[src/hw/rtl/snfcb_pkg.sv]
// ----------------------------------------------------------------------------
// snfcb_pkg
// Shared types, codes and frame helpers for the serial NOR command builder.
// ----------------------------------------------------------------------------
package snfcb_pkg;

  typedef enum logic [3:0] {
    KIND_READ      = 4'd0,
    KIND_QUAD_READ = 4'd1,
    KIND_PROGRAM   = 4'd2,
    KIND_ERASE     = 4'd3,
    KIND_READ_ID   = 4'd4,
    KIND_STATUS1   = 4'd5,
    KIND_STATUS2   = 4'd6,
    KIND_UNIQUE_ID = 4'd7,
    KIND_WREN      = 4'd8,
    KIND_WRDIS     = 4'd9,
    KIND_RESET     = 4'd10
  } kind_t;

  typedef enum logic [1:0] {
    CFG_CHIP_SIZE   = 2'd0,
    CFG_BLOCK_SIZE  = 2'd1,
    CFG_SECTOR_SIZE = 2'd2,
    CFG_PAGE_SIZE   = 2'd3
  } cfg_index_t;

  localparam logic [1:0] STATUS_OK        = 2'd0;
  localparam logic [1:0] STATUS_BAD_LEN   = 2'd1;
  localparam logic [1:0] STATUS_BAD_ALIGN = 2'd2;

  localparam logic [7:0] OP_FAST_READ    = 8'h0b;
  localparam logic [7:0] OP_QUAD_READ    = 8'heb;
  localparam logic [7:0] OP_PAGE_PROG    = 8'h02;
  localparam logic [7:0] OP_SECTOR_ERASE = 8'h20;
  localparam logic [7:0] OP_BLOCK_ERASE  = 8'hd8;
  localparam logic [7:0] OP_CHIP_ERASE   = 8'hc7;
  localparam logic [7:0] OP_WREN         = 8'h06;
  localparam logic [7:0] OP_WRDI         = 8'h04;
  localparam logic [7:0] OP_RDSR1        = 8'h05;
  localparam logic [7:0] OP_RDSR2        = 8'h35;
  localparam logic [7:0] OP_RDID         = 8'h9f;
  localparam logic [7:0] OP_RDUID        = 8'h4b;
  localparam logic [7:0] OP_RESET_EN     = 8'h66;
  localparam logic [7:0] OP_RESET_DEV    = 8'h99;

  localparam logic [2:0] LINES_NONE   = 3'd0;
  localparam logic [2:0] LINES_SINGLE = 3'd1;
  localparam logic [2:0] LINES_QUAD   = 3'd4;

  localparam logic [2:0] ADDR_BYTES_NONE = 3'd0;
  localparam logic [2:0] ADDR_BYTES_3    = 3'd3;
  localparam logic [2:0] ADDR_BYTES_4    = 3'd4;

  localparam logic [4:0] DUMMY_FAST_READ = 5'd8;
  localparam logic [4:0] DUMMY_QUAD_READ = 5'd6;

  localparam logic [12:0] PAGE_CAP = 13'd4096;
  localparam logic [3:0]  PAGE_CAP_LOG2 = 4'd12;

  localparam logic [4:0] RESET_CHIP_LOG2   = 5'd23;
  localparam logic [4:0] RESET_BLOCK_LOG2  = 5'd16;
  localparam logic [4:0] RESET_SECTOR_LOG2 = 5'd12;
  localparam logic [3:0] RESET_PAGE_LOG2   = 4'd8;

  typedef struct packed {
    logic [7:0]  opcode;
    logic        instruction_lines;
    logic [2:0]  address_lines;
    logic [2:0]  address_bytes;
    logic [23:0] frame_address;
    logic [2:0]  data_lines;
    logic [4:0]  dummy_cycles;
    logic [12:0] data_count;
    logic        writes_data;
    logic        last;
    logic [1:0]  status;
  } frame_t;

  function automatic frame_t make_frame(
    input logic [7:0]  op,
    input logic [2:0]  al,
    input logic [2:0]  ab,
    input logic [23:0] addr,
    input logic [2:0]  dl,
    input logic [4:0]  dc,
    input logic [12:0] cnt,
    input logic        wr,
    input logic        lst
  );
    frame_t f;
    f.opcode            = op;
    f.instruction_lines = 1'b1;
    f.address_lines     = al;
    f.address_bytes     = ab;
    f.frame_address     = addr;
    f.data_lines        = dl;
    f.dummy_cycles      = dc;
    f.data_count        = cnt;
    f.writes_data       = wr;
    f.last              = lst;
    f.status            = STATUS_OK;
    return f;
  endfunction

  function automatic frame_t make_error(input logic [1:0] code);
    frame_t f;
    f        = '0;
    f.last   = 1'b1;
    f.status = code;
    return f;
  endfunction

endpackage

[src/hw/rtl/snfcb_req_if.sv]
// ----------------------------------------------------------------------------
// snfcb_req_if
// Request channel: kind, address and length with valid/ready.
// ----------------------------------------------------------------------------
interface snfcb_req_if;
  logic        valid;
  logic        ready;
  logic [3:0]  kind;
  logic [23:0] address;
  logic [24:0] length;

  modport source (output valid, kind, address, length, input ready);
  modport sink   (input valid, kind, address, length, output ready);
endinterface

[src/hw/rtl/snfcb_frame_if.sv]
// ----------------------------------------------------------------------------
// snfcb_frame_if
// Frame channel: one command frame or error result with valid/ready.
// ----------------------------------------------------------------------------
interface snfcb_frame_if;
  logic        valid;
  logic        ready;
  logic [7:0]  opcode;
  logic        instruction_lines;
  logic [2:0]  address_lines;
  logic [2:0]  address_bytes;
  logic [23:0] frame_address;
  logic [2:0]  data_lines;
  logic [4:0]  dummy_cycles;
  logic [12:0] data_count;
  logic        writes_data;
  logic        last;
  logic [1:0]  status;

  modport source (
    output valid, opcode, instruction_lines, address_lines, address_bytes,
           frame_address, data_lines, dummy_cycles, data_count, writes_data,
           last, status,
    input  ready
  );
  modport sink (
    input  valid, opcode, instruction_lines, address_lines, address_bytes,
           frame_address, data_lines, dummy_cycles, data_count, writes_data,
           last, status,
    output ready
  );
endinterface

[src/hw/rtl/snfcb_cfg_if.sv]
// ----------------------------------------------------------------------------
// snfcb_cfg_if
// Configuration write channel: register index and data with valid/ready.
// ----------------------------------------------------------------------------
interface snfcb_cfg_if;
  logic       valid;
  logic       ready;
  logic [1:0] index;
  logic [4:0] data;

  modport source (output valid, index, data, input ready);
  modport sink   (input valid, index, data, output ready);
endinterface

[src/hw/rtl/spi_nor_flash_command_builder_core.sv]
// ----------------------------------------------------------------------------
// spi_nor_flash_command_builder_core
// The request is held in the input register, decoded, and its first frame is
// offered from the output register. Throughput: one request per cycle when it
// yields one frame and the output is not stalled; one that yields two (write
// enable ahead of program or erase, and reset) blocks the next until the hold drains.
// Unknown kinds are dropped. Synchronous reset empties the pipeline and
// loads the default geometry registers.
// ----------------------------------------------------------------------------
module spi_nor_flash_command_builder_core (
  input  logic                 clk,
  input  logic                 rst,
  snfcb_req_if.sink            req,
  snfcb_frame_if.source        rsp,
  snfcb_cfg_if.sink            cfg
);
  import snfcb_pkg::*;

  logic [4:0] chip_log2;
  logic [4:0] block_log2;
  logic [4:0] sector_log2;
  logic [3:0] page_log2;

  logic        in_valid;
  logic [3:0]  in_kind;
  logic [23:0] in_address;
  logic [24:0] in_length;

  logic   out_valid;
  frame_t out_frame;
  logic   hold_valid;
  frame_t hold_frame;

  frame_t     frame0;
  frame_t     frame1;
  logic [1:0] frame_count;

  logic [12:0] page_limit;
  logic        len_bad;
  logic [31:0] chip_bytes;
  logic [31:0] block_bytes;
  logic [31:0] sector_bytes;
  logic [25:0] end_sum;
  logic        chip_hit;
  logic        block_hit;
  logic        sector_hit;

  logic out_pop;
  logic move;

  assign out_pop   = out_valid && rsp.ready;
  assign move      = in_valid && !hold_valid && (!out_valid || rsp.ready);
  assign req.ready = !in_valid || move;
  assign cfg.ready = 1'b1;

  // geometry checks
  always_comb begin
    if (page_log2 >= PAGE_CAP_LOG2) begin
      page_limit = PAGE_CAP;
    end else begin
      page_limit = 13'(13'd1 << page_log2);
    end
    len_bad      = (in_length == 25'd0) || (in_length > {12'd0, page_limit});
    chip_bytes   = 32'd1 << chip_log2;
    block_bytes  = 32'd1 << block_log2;
    sector_bytes = 32'd1 << sector_log2;
    end_sum      = {2'd0, in_address} + {1'd0, in_length};
    chip_hit     = ({7'd0, in_length} == chip_bytes) && (in_address == 24'd0);
    block_hit    = ({7'd0, in_length} == block_bytes) &&
                   (({8'd0, in_address} & (block_bytes - 32'd1)) == 32'd0);
    sector_hit   = ({7'd0, in_length} == sector_bytes) &&
                   (({8'd0, in_address} & (sector_bytes - 32'd1)) == 32'd0);
  end

  // frame decode
  always_comb begin
    frame0      = make_error(STATUS_BAD_LEN);
    frame1      = make_frame(OP_WREN, LINES_NONE, ADDR_BYTES_NONE, 24'd0, LINES_NONE,
                             5'd0, 13'd0, 1'b0, 1'b1);
    frame_count = 2'd1;
    case (in_kind)
      KIND_READ: begin
        if (!len_bad) begin
          frame0 = make_frame(OP_FAST_READ, LINES_SINGLE, ADDR_BYTES_3, in_address,
                              LINES_SINGLE, DUMMY_FAST_READ, in_length[12:0], 1'b0,
                              1'b1);
        end
      end
      KIND_QUAD_READ: begin
        if (!len_bad) begin
          frame0 = make_frame(OP_QUAD_READ, LINES_QUAD, ADDR_BYTES_3, in_address,
                              LINES_QUAD, DUMMY_QUAD_READ, in_length[12:0], 1'b0,
                              1'b1);
        end
      end
      KIND_PROGRAM: begin
        if (!len_bad && ({6'd0, end_sum} < chip_bytes)) begin
          frame0      = make_frame(OP_WREN, LINES_NONE, ADDR_BYTES_NONE, 24'd0,
                                   LINES_NONE, 5'd0, 13'd0, 1'b0, 1'b0);
          frame1      = make_frame(OP_PAGE_PROG, LINES_SINGLE, ADDR_BYTES_3,
                                   in_address, LINES_SINGLE, 5'd0, in_length[12:0],
                                   1'b1, 1'b1);
          frame_count = 2'd2;
        end
      end
      KIND_ERASE: begin
        frame0 = make_frame(OP_WREN, LINES_NONE, ADDR_BYTES_NONE, 24'd0, LINES_NONE,
                            5'd0, 13'd0, 1'b0, 1'b0);
        frame_count = 2'd2;
        if (chip_hit) begin
          frame1 = make_frame(OP_CHIP_ERASE, LINES_NONE, ADDR_BYTES_NONE, 24'd0,
                              LINES_NONE, 5'd0, 13'd0, 1'b0, 1'b1);
        end else if (block_hit) begin
          frame1 = make_frame(OP_BLOCK_ERASE, LINES_SINGLE, ADDR_BYTES_3, in_address,
                              LINES_NONE, 5'd0, 13'd0, 1'b0, 1'b1);
        end else if (sector_hit) begin
          frame1 = make_frame(OP_SECTOR_ERASE, LINES_SINGLE, ADDR_BYTES_3, in_address,
                              LINES_NONE, 5'd0, 13'd0, 1'b0, 1'b1);
        end else begin
          frame0      = make_error(STATUS_BAD_ALIGN);
          frame_count = 2'd1;
        end
      end
      KIND_READ_ID: begin
        frame0 = make_frame(OP_RDID, LINES_NONE, ADDR_BYTES_NONE, 24'd0, LINES_SINGLE,
                            5'd0, 13'd3, 1'b0, 1'b1);
      end
      KIND_STATUS1: begin
        frame0 = make_frame(OP_RDSR1, LINES_NONE, ADDR_BYTES_NONE, 24'd0, LINES_SINGLE,
                            5'd0, 13'd1, 1'b0, 1'b1);
      end
      KIND_STATUS2: begin
        frame0 = make_frame(OP_RDSR2, LINES_NONE, ADDR_BYTES_NONE, 24'd0, LINES_SINGLE,
                            5'd0, 13'd1, 1'b0, 1'b1);
      end
      KIND_UNIQUE_ID: begin
        frame0 = make_frame(OP_RDUID, LINES_SINGLE, ADDR_BYTES_4, 24'd0, LINES_SINGLE,
                            5'd0, 13'd8, 1'b0, 1'b1);
      end
      KIND_WREN: begin
        frame0 = make_frame(OP_WREN, LINES_NONE, ADDR_BYTES_NONE, 24'd0, LINES_NONE,
                            5'd0, 13'd0, 1'b0, 1'b1);
      end
      KIND_WRDIS: begin
        frame0 = make_frame(OP_WRDI, LINES_NONE, ADDR_BYTES_NONE, 24'd0, LINES_NONE,
                            5'd0, 13'd0, 1'b0, 1'b1);
      end
      KIND_RESET: begin
        frame0      = make_frame(OP_RESET_EN, LINES_NONE, ADDR_BYTES_NONE, 24'd0,
                                 LINES_NONE, 5'd0, 13'd0, 1'b0, 1'b0);
        frame1      = make_frame(OP_RESET_DEV, LINES_NONE, ADDR_BYTES_NONE, 24'd0,
                                 LINES_NONE, 5'd0, 13'd0, 1'b0, 1'b1);
        frame_count = 2'd2;
      end
      default: begin
        frame_count = 2'd0;
      end
    endcase
  end

  // config registers
  always_ff @(posedge clk) begin
    if (rst) begin
      chip_log2   <= RESET_CHIP_LOG2;
      block_log2  <= RESET_BLOCK_LOG2;
      sector_log2 <= RESET_SECTOR_LOG2;
      page_log2   <= RESET_PAGE_LOG2;
    end else if (cfg.valid) begin
      case (cfg.index)
        CFG_CHIP_SIZE:   chip_log2   <= cfg.data;
        CFG_BLOCK_SIZE:  block_log2  <= cfg.data;
        CFG_SECTOR_SIZE: sector_log2 <= cfg.data;
        CFG_PAGE_SIZE:   page_log2   <= cfg.data[3:0];
        default: begin
        end
      endcase
    end
  end

  // input register
  always_ff @(posedge clk) begin
    if (rst) begin
      in_valid <= 1'b0;
    end else if (req.ready) begin
      in_valid <= req.valid;
    end
    if (req.valid && req.ready) begin
      in_kind    <= req.kind;
      in_address <= req.address;
      in_length  <= req.length;
    end
  end

  // output register and second-frame hold
  always_ff @(posedge clk) begin
    if (rst) begin
      out_valid  <= 1'b0;
      hold_valid <= 1'b0;
    end else if (move) begin
      out_valid  <= (frame_count != 2'd0);
      hold_valid <= (frame_count == 2'd2);
    end else if (out_pop) begin
      out_valid  <= hold_valid;
      hold_valid <= 1'b0;
    end
    if (move) begin
      out_frame  <= frame0;
      hold_frame <= frame1;
    end else if (out_pop) begin
      out_frame  <= hold_frame;
    end
  end

  assign rsp.valid             = out_valid;
  assign rsp.opcode            = out_frame.opcode;
  assign rsp.instruction_lines = out_frame.instruction_lines;
  assign rsp.address_lines     = out_frame.address_lines;
  assign rsp.address_bytes     = out_frame.address_bytes;
  assign rsp.frame_address     = out_frame.frame_address;
  assign rsp.data_lines        = out_frame.data_lines;
  assign rsp.dummy_cycles      = out_frame.dummy_cycles;
  assign rsp.data_count        = out_frame.data_count;
  assign rsp.writes_data       = out_frame.writes_data;
  assign rsp.last              = out_frame.last;
  assign rsp.status            = out_frame.status;

endmodule
[src/flat_wrapper.sv]
// flat-port wrapper written by rule: the top's interface ports become plain ports
module spi_nor_flash_command_builder_core_flat import snfcb_pkg::*;
  (clk, rst, req_valid, req_kind, req_address, req_length, req_ready, rsp_valid, rsp_opcode, rsp_instruction_lines, rsp_address_lines, rsp_address_bytes, rsp_frame_address, rsp_data_lines, rsp_dummy_cycles, rsp_data_count, rsp_writes_data, rsp_last, rsp_status, rsp_ready, cfg_valid, cfg_index, cfg_data, cfg_ready);
  snfcb_req_if req_i ();
  snfcb_frame_if rsp_i ();
  snfcb_cfg_if cfg_i ();
  input  logic clk;
  input  logic rst;
  input wire logic [$bits(req_i.valid)-1:0] req_valid;
  input wire logic [$bits(req_i.kind)-1:0] req_kind;
  input wire logic [$bits(req_i.address)-1:0] req_address;
  input wire logic [$bits(req_i.length)-1:0] req_length;
  output wire logic [$bits(req_i.ready)-1:0] req_ready;
  output wire logic [$bits(rsp_i.valid)-1:0] rsp_valid;
  output wire logic [$bits(rsp_i.opcode)-1:0] rsp_opcode;
  output wire logic [$bits(rsp_i.instruction_lines)-1:0] rsp_instruction_lines;
  output wire logic [$bits(rsp_i.address_lines)-1:0] rsp_address_lines;
  output wire logic [$bits(rsp_i.address_bytes)-1:0] rsp_address_bytes;
  output wire logic [$bits(rsp_i.frame_address)-1:0] rsp_frame_address;
  output wire logic [$bits(rsp_i.data_lines)-1:0] rsp_data_lines;
  output wire logic [$bits(rsp_i.dummy_cycles)-1:0] rsp_dummy_cycles;
  output wire logic [$bits(rsp_i.data_count)-1:0] rsp_data_count;
  output wire logic [$bits(rsp_i.writes_data)-1:0] rsp_writes_data;
  output wire logic [$bits(rsp_i.last)-1:0] rsp_last;
  output wire logic [$bits(rsp_i.status)-1:0] rsp_status;
  input wire logic [$bits(rsp_i.ready)-1:0] rsp_ready;
  input wire logic [$bits(cfg_i.valid)-1:0] cfg_valid;
  input wire logic [$bits(cfg_i.index)-1:0] cfg_index;
  input wire logic [$bits(cfg_i.data)-1:0] cfg_data;
  output wire logic [$bits(cfg_i.ready)-1:0] cfg_ready;
  assign req_i.valid = req_valid;
  assign req_i.kind = req_kind;
  assign req_i.address = req_address;
  assign req_i.length = req_length;
  assign req_ready = req_i.ready;
  assign rsp_valid = rsp_i.valid;
  assign rsp_opcode = rsp_i.opcode;
  assign rsp_instruction_lines = rsp_i.instruction_lines;
  assign rsp_address_lines = rsp_i.address_lines;
  assign rsp_address_bytes = rsp_i.address_bytes;
  assign rsp_frame_address = rsp_i.frame_address;
  assign rsp_data_lines = rsp_i.data_lines;
  assign rsp_dummy_cycles = rsp_i.dummy_cycles;
  assign rsp_data_count = rsp_i.data_count;
  assign rsp_writes_data = rsp_i.writes_data;
  assign rsp_last = rsp_i.last;
  assign rsp_status = rsp_i.status;
  assign rsp_i.ready = rsp_ready;
  assign cfg_i.valid = cfg_valid;
  assign cfg_i.index = cfg_index;
  assign cfg_i.data = cfg_data;
  assign cfg_ready = cfg_i.ready;
  spi_nor_flash_command_builder_core u_core (.clk(clk), .rst(rst), .req(req_i), .rsp(rsp_i), .cfg(cfg_i));
endmodule
[config.mk]
export PLATFORM = sky130hd
export DESIGN_NAME = spi_nor_flash_command_builder_core_flat
export DESIGN_NICKNAME = d
export VERILOG_FILES = /design/src/hw/rtl/snfcb_pkg.sv /design/src/hw/rtl/snfcb_req_if.sv /design/src/hw/rtl/snfcb_frame_if.sv /design/src/hw/rtl/snfcb_cfg_if.sv /design/src/hw/rtl/spi_nor_flash_command_builder_core.sv /design/src/flat_wrapper.sv
export SDC_FILE = /design/constraint.sdc
export NUM_CORES = 1
export LEC_CHECK = 0
export ABC_AREA = 1
export BUFFER_PORTS_ARGS = -buffer_cell sky130_fd_sc_hd__buf_2
export CORE_ASPECT_RATIO = 0.6
export CORE_MARGIN = 3
export CORE_UTILIZATION = 50
export DETAILED_ROUTE_END_ITERATION = 8
export GPL_TIMING_DRIVEN = 0
export PLACE_DENSITY_LB_ADDON = 0.25
export RECOVER_POWER = 25
export SLEW_MARGIN = 10
export SYNTH_ARGS = -nofsm -noshare
export SYNTH_HDL_FRONTEND = slang
export SYNTH_SLANG_ARGS = --single-unit
[constraint.sdc]
create_clock -name clk -period 10.6 [get_ports clk]
set_clock_uncertainty 0.1 [all_clocks]
set_input_delay 2.12 -clock clk [delete_from_list [all_inputs] [get_ports clk]]
set_output_delay 2.12 -clock clk [all_outputs]
set_load 0.05 [all_outputs]
==> run_results.csv, run 1 <==
group,metric,value,unit
outcome,run_status,"complete, but fails checks",
outcome,failed_checks,"capacitance limit, slew limit",
placement,gp_routability_congestion,1.16,
setup_path,startpoint_type,"flop",
timing,hold_slack,0.417,ns
clocking,cts_root_buffer,"sky130_fd_sc_hd__clkbuf_16",
yosys,synthDistinctLibCells,45,
floorplanning,initial_utilization,51.7,%
yosys,synth-edff-count,155,
setup_path,criticalPathCategory,"flop to flop",
timing,finalHoldViolCount,0,
layout,nFillCells,2257,
setup_path,ff2ff_setup_slack,3.97,ns
clocking,clock_path_buffers,2,
routing,ant_nets,0,
yosys,number_of_synthesized_register_bits,177,
power_and_ir_drop,p_leak,6.50,nW
placement,post-dp-hpwl,44600,µm
yosys,syn_avg_cell_area,7.46,µm²
setup_path,critical_path.reg2reg.startpoint,"u_core.in_length[1]",
timing,timing_max_transition_violations_final,26,
timing,finalSetupViolCount,0,
timing,grt_setup_unrepaired,"false",
setup_path,reg2reg_depth,21,
setup_path,timing.critical_path.to_type,"flop",
yosys,synth.cell_area,12700,µm²
global_routing,number_of_global_route_vias_before_repair,12280,
layout,synthToLayoutAreaGrowth,14.0,%
clocking,number_of_buffers_inserted_during_clock_tree_synthesis,17,
timing,timing_worst_slew_pin_value,2.20,ns
power_and_ir_drop,peakVddDrop,0.149,mV
power_and_ir_drop,totalPowerFinal,2.10,mW
timing,timing.slew.headroom,-47.3,%
floorplanning,die_width,212,µm
routing,first_pass_iters,7,
layout,layout_cells_sized_above_1,12.9,%
routing,drt_iter0_markers,2294,
global_routing,grt.total_usage,40.7,%
clocking,insertion_delay,0.46,ns
yosys,synth_area_leaders,"sky130_fd_sc_hd__edfxtp_1 (37%), sky130_fd_sc_hd__nand2_1 (13%), sky130_fd_sc_hd__nor2_1 (6.5%), sky130_fd_sc_hd__ha_1 (6.3%), sky130_fd_sc_hd__nand3_1 (6.1%)",
clocking,post_cts.resized_instances,0,
placement,placed_area,13900,µm²
timing,timing.setup.tns,0,ns
setup_path,worst-endpoint-arrival,6.73,ns
min_path,min-delay-path-class,"flop to flop",
clocking,post-cts-setup-buffers,0,
yosys,synthesis.yosys.warnings,0,
yosys,synth_cells,1706,
layout,final-seq-area,5090,µm²
layout,multiInputGateArea,6720,µm²
min_path,min_from,"u_core.hold_valid",
yosys,yosys.area.top_type_share,36.6,%
placement,portBuffers,126,
routing,wl_per_cell,25.5,µm
yosys,synth_async_sr_flop_share,0,%
yosys,yosys_most_used_dff,"sky130_fd_sc_hd__edfxtp_1",
timing,finalCritPeriodShare,62.6,%
global_routing,grt_first_pass_wirelength,80000,µm
layout,design_area,14500,µm²
floorplanning,dieHeight,130,µm
setup_path,cp-endpoint,"u_core.hold_frame[9]",
setup_path,crit_path_start,"u_core.in_length[1]",
clocking,cts_tree,"built",
routing,route.final.wire_length,56000,µm
flow_run,cap_viol_max_count,1,
setup_path,crit_path_max_fanout,10,
yosys,synth-seq-area-share,40.0,%
clocking,numClockSinks,177,
setup_path,reg2reg_to,"u_core.hold_frame[9]",
floorplanning,rows,44,
timing,f_max,151,MHz
floorplanning,ios,132,
routing,detail_route.drc_violations,0,
floorplanning,core-area,24600,µm²
global_routing,antenna_found_initial,5,
global_routing,grt_max_degree,53,
power_and_ir_drop,power_density,145,nW/µm²
clocking,cts.clk_slew.worst_paths,0.08,ns
yosys,synth.largest_area_cell,"sky130_fd_sc_hd__edfxtp_1",
global_routing,globalRouteOverflowTotal,0,
layout,final_util,59.0,%
floorplanning,die_area,27500,µm²
setup_path,worstPathRequired,10.70,ns
clocking,ctsHtreeMaxLevel,4,
timing,period_minus_slack,6.63,ns
layout,total_nets_final,1988,
clocking,hold_buffers,0,
routing,routed_vias,13842,
routing,vias_per_cell,6.31,
## per-layer routing
metal | track usage (%) | up-vias | part of all wire, %
met4 | 15.8 | 12 | 4.2
met2 | 51.7 | 1167 | 36
met1 | 58.7 | 6371 | 41
met3 | 19.2 | 186 | 18
met5 | 0 | - | 0.22
li1 | - | 6106 | -
## placed cells by master (no fill, tap or decap), drive strengths merged, types with 2 or more instances in the layout
cell	synthesis	final
bufinv	0	3
clkinv	3	3
edfxtp	155	155
nor4	13	13
xor2	27	27
o21ai	97	97
conb	2	5
a21oi	96	96
nor3	26	26
nand2	453	453
o221ai	3	3
nand3b	4	4
dfxtp	22	22
a31oi	6	6
xnor2	7	7
o21bai	7	7
and3	4	4
inv	177	184
a211oi	2	2
o2111ai	2	2
nand3	162	162
a21o	3	3
buf	27	153
nand4	66	66
nor3b	3	3
o211ai	13	13
clkinvlp	0	3
clkbuf	19	42
or2	3	3
ha	64	64
nor2	236	236
## stage by stage
step | setup WS [ns] | cells
after global routing | 3.78 | 2193
after floorplan | 4.69 | 1709
final | 3.97 | 2194
after global placement | 2.56 | 2157
after CTS | 4.31 | 2193
after detailed placement | 4.34 | 2161
## final cells by class
type	count	share of cell area [%]
Multi-Input combinational cell	1306	46.3
Inverter	180	4.66
Tap cell	322	2.78
Antenna cell	1	0.0172
Timing Repair Buffer	130	4.97
Buffer	46	1.82
Clock buffer	19	3.05
Clock inverter	13	1.29
Sequential cell	177	35.1
## logic make-up (layout without fill, tap and decap cells)
family | count (synthesis) | in the layout | share of synthesized area (%)
compound gates | 231 | 231 | 10.4
flops | 177 | 177 | 40.0
other cells | 2 | 6 | 0.0590
fa+ha+maj | 65 | 65 | 6.45
xor+xnor | 34 | 34 | 2.34
buf+inv | 226 | 388 | 7.38
simple gates | 971 | 971 | 33.4
## sequential cells by signal (all words and copies together), names as in the netlist, 2 cells and up
register / flops
u_core.sector_log2: 5
u_core.rsp.frame_address: 24
u_core.rsp.dummy_cycles: 2
u_core.rsp.data_count: 13
u_core.in_kind: 4
u_core.chip_log2: 5
u_core.rsp.address_bytes: 2
u_core.in_length: 25
u_core.hold_frame: 46
u_core.in_address: 24
u_core.block_log2: 5
u_core.rsp.status: 2
u_core.rsp.opcode: 8
u_core.page_log2: 4
## how the worst min path moves through the flow
| stage | end | slack, ns | depth (start not counted) |
|---|---|---|---|
| finish | u_core.hold_valid | 0.42 | 2 |
| global route | u_core.hold_valid | 0.45 | 2 |
| CTS | u_core.hold_valid | 0.41 | 2 |
| detailed placement | u_core.hold_valid | 0.40 | 2 |
| global placement | u_core.hold_valid | 0.38 | 2 |
| floorplan | u_core.hold_valid | 0.36 | 2 |
## power by group
part / internal (mW) / switching (mW)
Sequential: 0.811 / 0.0608
Clock: 0.386 / 0.303
Combinational: 0.152 / 0.385
Total: 1.35 / 0.749
## critical path, stage by stage (launching register included)
cell and delay (ns):
sky130_fd_sc_hd__edfxtp_1 0.75, sky130_fd_sc_hd__inv_1 0.46, sky130_fd_sc_hd__fa_1 0.58, sky130_fd_sc_hd__o21ai_0 0.42, sky130_fd_sc_hd__a21oi_1 0.12, sky130_fd_sc_hd__o21bai_1 0.26, sky130_fd_sc_hd__nand2_1 0.11, sky130_fd_sc_hd__nand4_1 0.14
sky130_fd_sc_hd__a21oi_1 0.19, sky130_fd_sc_hd__o21ai_0 0.57, sky130_fd_sc_hd__nand3_1 0.18, sky130_fd_sc_hd__nand2_1 0.12, sky130_fd_sc_hd__xor2_1 0.08, sky130_fd_sc_hd__ha_1 0.29, sky130_fd_sc_hd__nand2_1 0.06, sky130_fd_sc_hd__o21ai_0 0.28
sky130_fd_sc_hd__a21oi_1 0.07, sky130_fd_sc_hd__o32a_1 0.26, sky130_fd_sc_hd__nand4_1 0.26, sky130_fd_sc_hd__clkbuf_1 0.51, sky130_fd_sc_hd__clkbuf_1 0.45, sky130_fd_sc_hd__nor2_1 0.10
## cells in the mapped netlist, types with 2 or more instances
library cell	instances
sky130_fd_sc_hd__nand2_1	451
sky130_fd_sc_hd__buf_2	7
sky130_fd_sc_hd__clkbuf_1	19
sky130_fd_sc_hd__nor3_1	23
sky130_fd_sc_hd__inv_1	167
sky130_fd_sc_hd__xnor2_1	7
sky130_fd_sc_hd__nor2_1	222
sky130_fd_sc_hd__a21oi_2	19
sky130_fd_sc_hd__nor2_2	9
sky130_fd_sc_hd__xor2_1	27
sky130_fd_sc_hd__and3_1	4
sky130_fd_sc_hd__buf_6	4
sky130_fd_sc_hd__buf_1	2
sky130_fd_sc_hd__clkinv_1	3
sky130_fd_sc_hd__o2111ai_1	2
sky130_fd_sc_hd__nand3_2	4
sky130_fd_sc_hd__nor3_2	3
sky130_fd_sc_hd__inv_2	10
sky130_fd_sc_hd__nand3_4	2
sky130_fd_sc_hd__buf_4	14
sky130_fd_sc_hd__a211oi_1	2
sky130_fd_sc_hd__nand3_1	156
sky130_fd_sc_hd__a21o_1	3
sky130_fd_sc_hd__nand2_2	2
sky130_fd_sc_hd__nand3b_1	4
sky130_fd_sc_hd__a31oi_1	6
sky130_fd_sc_hd__nor3b_1	3
sky130_fd_sc_hd__or2_2	3
sky130_fd_sc_hd__conb_1	2
sky130_fd_sc_hd__o211ai_1	13
sky130_fd_sc_hd__o21bai_1	7
sky130_fd_sc_hd__nor4_1	13
sky130_fd_sc_hd__o21ai_0	95
sky130_fd_sc_hd__edfxtp_1	155
sky130_fd_sc_hd__o21ai_1	2
sky130_fd_sc_hd__o221ai_1	3
sky130_fd_sc_hd__nand4_1	66
sky130_fd_sc_hd__nor2_4	5
sky130_fd_sc_hd__dfxtp_1	22
sky130_fd_sc_hd__ha_1	64
sky130_fd_sc_hd__a21oi_1	77
Note: power is estimated with default switching activity, not from simulation.
==> inputs of run 2 (changes only) <==
--- a/config.mk
+++ b/config.mk
@@ -5,7 +5,7 @@
 export SDC_FILE = /design/constraint.sdc
 export NUM_CORES = 1
 export LEC_CHECK = 0
-export ABC_AREA = 1
+export ABC_AREA = 0
 export BUFFER_PORTS_ARGS = -buffer_cell sky130_fd_sc_hd__buf_2
 export CORE_ASPECT_RATIO = 0.6
 export CORE_MARGIN = 3
==> constraint.sdc (replaced) <==
create_clock -name clk -period 5.9 [get_ports clk]
set_clock_uncertainty 0.1 [all_clocks]
set_input_delay 1.18 -clock clk [delete_from_list [all_inputs] [get_ports clk]]
set_output_delay 1.18 -clock clk [all_outputs]
set_load 0.05 [all_outputs]
==> run_results.csv, run 2 <==
group,metric,value,unit
global_routing,grt.total_usage,34.7,%
power_and_ir_drop,peakVddDrop,0.225,mV
layout,largest_register_ffs,46,
global_routing,globalRouteOverflowTotal,0,
power_and_ir_drop,p_leak,5.12,nW
power_and_ir_drop,power_report.internal_total,2.29,mW
yosys,synth.largest_area_cell,"sky130_fd_sc_hd__edfxtp_1",
yosys,yosys.area.top_type_share,38.6,%
layout,largest_register,"u_core.hold_frame",
yosys,syn_avg_cell_area,9.57,µm²
power_and_ir_drop,seq_power_share,44.0,%
yosys,synthesis.yosys.warnings,0,
setup_path,startpoint_type,"flop",
setup_path,timing.critical_path.to_type,"flop",
yosys,synth_cells,1259,
yosys,yosysMostFrequentCell,"sky130_fd_sc_hd__edfxtp_1",
clocking,insertion_delay,0.46,ns
floorplanning,rows,43,
layout,final_util,58.6,%
yosys,synth_async_sr_flop_share,0,%
layout,layout_commonest_cell,"sky130_fd_sc_hd__edfxtp_1",
clocking,cts_tree,"built",
timing,finalHoldViolCount,0,
power_and_ir_drop,power_density,255,nW/µm²
routing,route.final.wire_length,45200,µm
setup_path,criticalPathCategory,"flop to flop",
yosys,synth-seq-area-share,42.3,%
routing,ant_nets,0,
floorplanning,initial_utilization,51.5,%
timing,timing.slew.headroom,-9.06,%
routing,detail_route.drc_violations,0,
setup_path,worst-endpoint-arrival,5.75,ns
timing,f_max,177,MHz
layout,post_layout_nonfiller_instances,1739,
yosys,yosys_most_used_dff,"sky130_fd_sc_hd__edfxtp_1",
timing,timing_worst_slew_pin_value,1.62,ns
routing,wl_per_cell,26.0,µm
clocking,ctsHtreeMaxLevel,4,
routing,routed_vias,11389,
clocking,cts.clk_slew.worst_paths,0.07,ns
timing,timing_max_transition_violations_final,14,
power_and_ir_drop,p_clk_share,32.9,%
clocking,clock_path_buffers,2,
outcome,failed_checks,"capacitance limit, slew limit",
layout,design_area,13700,µm²
floorplanning,ios,132,
setup_path,ff2ff_setup_slack,0.25,ns
clocking,post-cts-setup-buffers,0,
routing,drt_iter0_markers,1469,
timing,finalCritPeriodShare,95.8,%
layout,layout_cells_sized_above_1,15.9,%
yosys,number_of_synthesized_register_bits,177,
timing,period_minus_slack,5.65,ns
min_path,min-delay-path-class,"flop to flop",
placement,placed_area,13200,µm²
flow_run,cap_viol_max_count,1,
clocking,number_of_buffers_inserted_during_clock_tree_synthesis,17,
timing,timing.final.ws_setup,0.248,ns
yosys,synth_area_leaders,"sky130_fd_sc_hd__edfxtp_1 (39%), sky130_fd_sc_hd__ha_1 (6.6%), sky130_fd_sc_hd__dfxtp_1 (3.7%), sky130_fd_sc_hd__nand2_1 (3.3%), sky130_fd_sc_hd__a21oi_1 (2.8%)",
placement,portBuffers,126,
floorplanning,die_area,26100,µm²
setup_path,worstPathRequired,5.99,ns
floorplanning,dieHeight,126,µm
setup_path,crit_path_max_fanout,11,
global_routing,grt_max_degree,54,
global_routing,number_of_global_route_vias_before_repair,10492,
layout,largestRegisters,"u_core.hold_frame (46), u_core.in_length (25)",
floorplanning,die_width,206,µm
layout,total_nets_final,1540,
placement,post-dp-hpwl,33200,µm
timing,finalSetupViolCount,0,
clocking,numClockSinks,177,
yosys,synth.cell_area,12000,µm²
power_and_ir_drop,totalPowerFinal,3.49,mW
placement,post-place-cells,1706,
floorplanning,core-area,23400,µm²
global_routing,antenna_found_initial,0,
clocking,cts_root_buffer,"sky130_fd_sc_hd__clkbuf_16",
yosys,synth-edff-count,155,
timing,grt_setup_unrepaired,"false",
power_and_ir_drop,combinational_share_of_power,23.1,%
global_routing,grt_first_pass_wirelength,66500,µm
placement,gp_routability_congestion,1.06,
routing,first_pass_iters,8,
clocking,hold_buffers,0,
power_and_ir_drop,netSwitchingFraction,34.4,%
layout,layout_common_cells,"sky130_fd_sc_hd__edfxtp_1 (155), sky130_fd_sc_hd__buf_2 (144), sky130_fd_sc_hd__nand2_1 (106), sky130_fd_sc_hd__nor2_1 (82), sky130_fd_sc_hd__a21oi_1 (68)",
layout,synthToLayoutAreaGrowth,13.9,%
routing,vias_per_cell,6.55,
placement,pre_cts_ws,-0.382,ns
yosys,synth_top_cells_by_count,"sky130_fd_sc_hd__edfxtp_1 (155), sky130_fd_sc_hd__nand2_1 (106), sky130_fd_sc_hd__nor2_1 (82), sky130_fd_sc_hd__a21oi_1 (68)",
yosys,synthDistinctLibCells,91,
power_and_ir_drop,net-switching-power,1.20,mW
outcome,run_status,"complete, but fails checks",
## run 2: repair_timing
action | 4_1_cts | 5_1_grt
resized for setup | 3 | 5
endpoints found under the setup margin | 38 | 35
hold endpoints to repair | 0 | 0
cloned | 0 | 0
## run 2: path summary, 6_finish.rpt
| kind | from | end | depth (start not counted) |
|---|---|---|---|
| setup / recovery | u_core.in_length[1] | u_core.rsp.instruction_lines | 20 |
| hold / removal | u_core.hold_valid | u_core.hold_valid | 2 |
| setup reg to reg | u_core.in_length[1] | u_core.rsp.instruction_lines | 20 |
| hold reg to reg | u_core.hold_valid | u_core.hold_valid | 2 |
## run 2: kinds of logic after synthesis
family / synth area share [%]
xor+xnor: 2.11
mux: 1.37
fa+ha+maj: 6.81
other cells: 0.0623
compound gates: 21.3
simple gates: 21.1
flops: 42.3
buf+inv: 4.95
## run 2: power by group through the flow
stage               clock [mW]  sequential, mW  combinational, mW
floorplan                    0            1.63              0.459
global placement             0            1.57              0.767
detailed placement           0            1.56              0.786
CTS                       1.16            1.53              0.791
global route              1.21            1.54              0.871
finish                    1.15            1.54              0.806
## run 2: area by class of cell
cell class                 count  area [µm²]
fill                        2055        9680
sequential                   177        5090
buffer                        98         460
timing repair buffer         129         654
clock inverter                15         164
multi-input combinational    950        6390
antenna                        1        2.50
tap                          315         394
clock buffer                  17         425
inverter                      37         140
## run 2: worst max-delay path, stage by stage, from the launching register on
cell,delay [ns]
sky130_fd_sc_hd__edfxtp_1,0.45
sky130_fd_sc_hd__clkbuf_2,0.30
sky130_fd_sc_hd__inv_1,0.43
sky130_fd_sc_hd__fa_1,0.30
sky130_fd_sc_hd__nor2b_1,0.06
sky130_fd_sc_hd__o21a_1,0.18
sky130_fd_sc_hd__o21ai_0,0.28
sky130_fd_sc_hd__a31oi_1,0.20
sky130_fd_sc_hd__o21ai_2,0.35
sky130_fd_sc_hd__o21ai_1,0.20
sky130_fd_sc_hd__a21o_1,0.21
sky130_fd_sc_hd__a21oi_1,0.19
sky130_fd_sc_hd__xnor2_1,0.14
sky130_fd_sc_hd__ha_1,0.32
sky130_fd_sc_hd__nand4_1,0.10
sky130_fd_sc_hd__a2111oi_0,0.42
sky130_fd_sc_hd__o21a_2,0.33
sky130_fd_sc_hd__nor3_1,0.11
sky130_fd_sc_hd__clkbuf_2,0.25
sky130_fd_sc_hd__o31ai_1,0.33
sky130_fd_sc_hd__nand2_1,0.12
## run 2: routing by layer
layer | GRT usage, % | wire (µm) | vias up
li1 | - | - | 5085
met1 | 54.4 | 20400 | 5444
met2 | 43.2 | 16800 | 743
met3 | 12.3 | 6400 | 117
met4 | 11.4 | 1470 | 0
met5 | 0 | 0 | -
## run 2: per-stage QoR
stage | hold slack, ns | TNS, ns
after global placement | 0.376 | -62.78
after global routing | 0.435 | 0
final | 0.418 | 0
after detailed placement | 0.403 | -7.77
after CTS | 0.417 | 0
after floorplan | 0.360 | 0
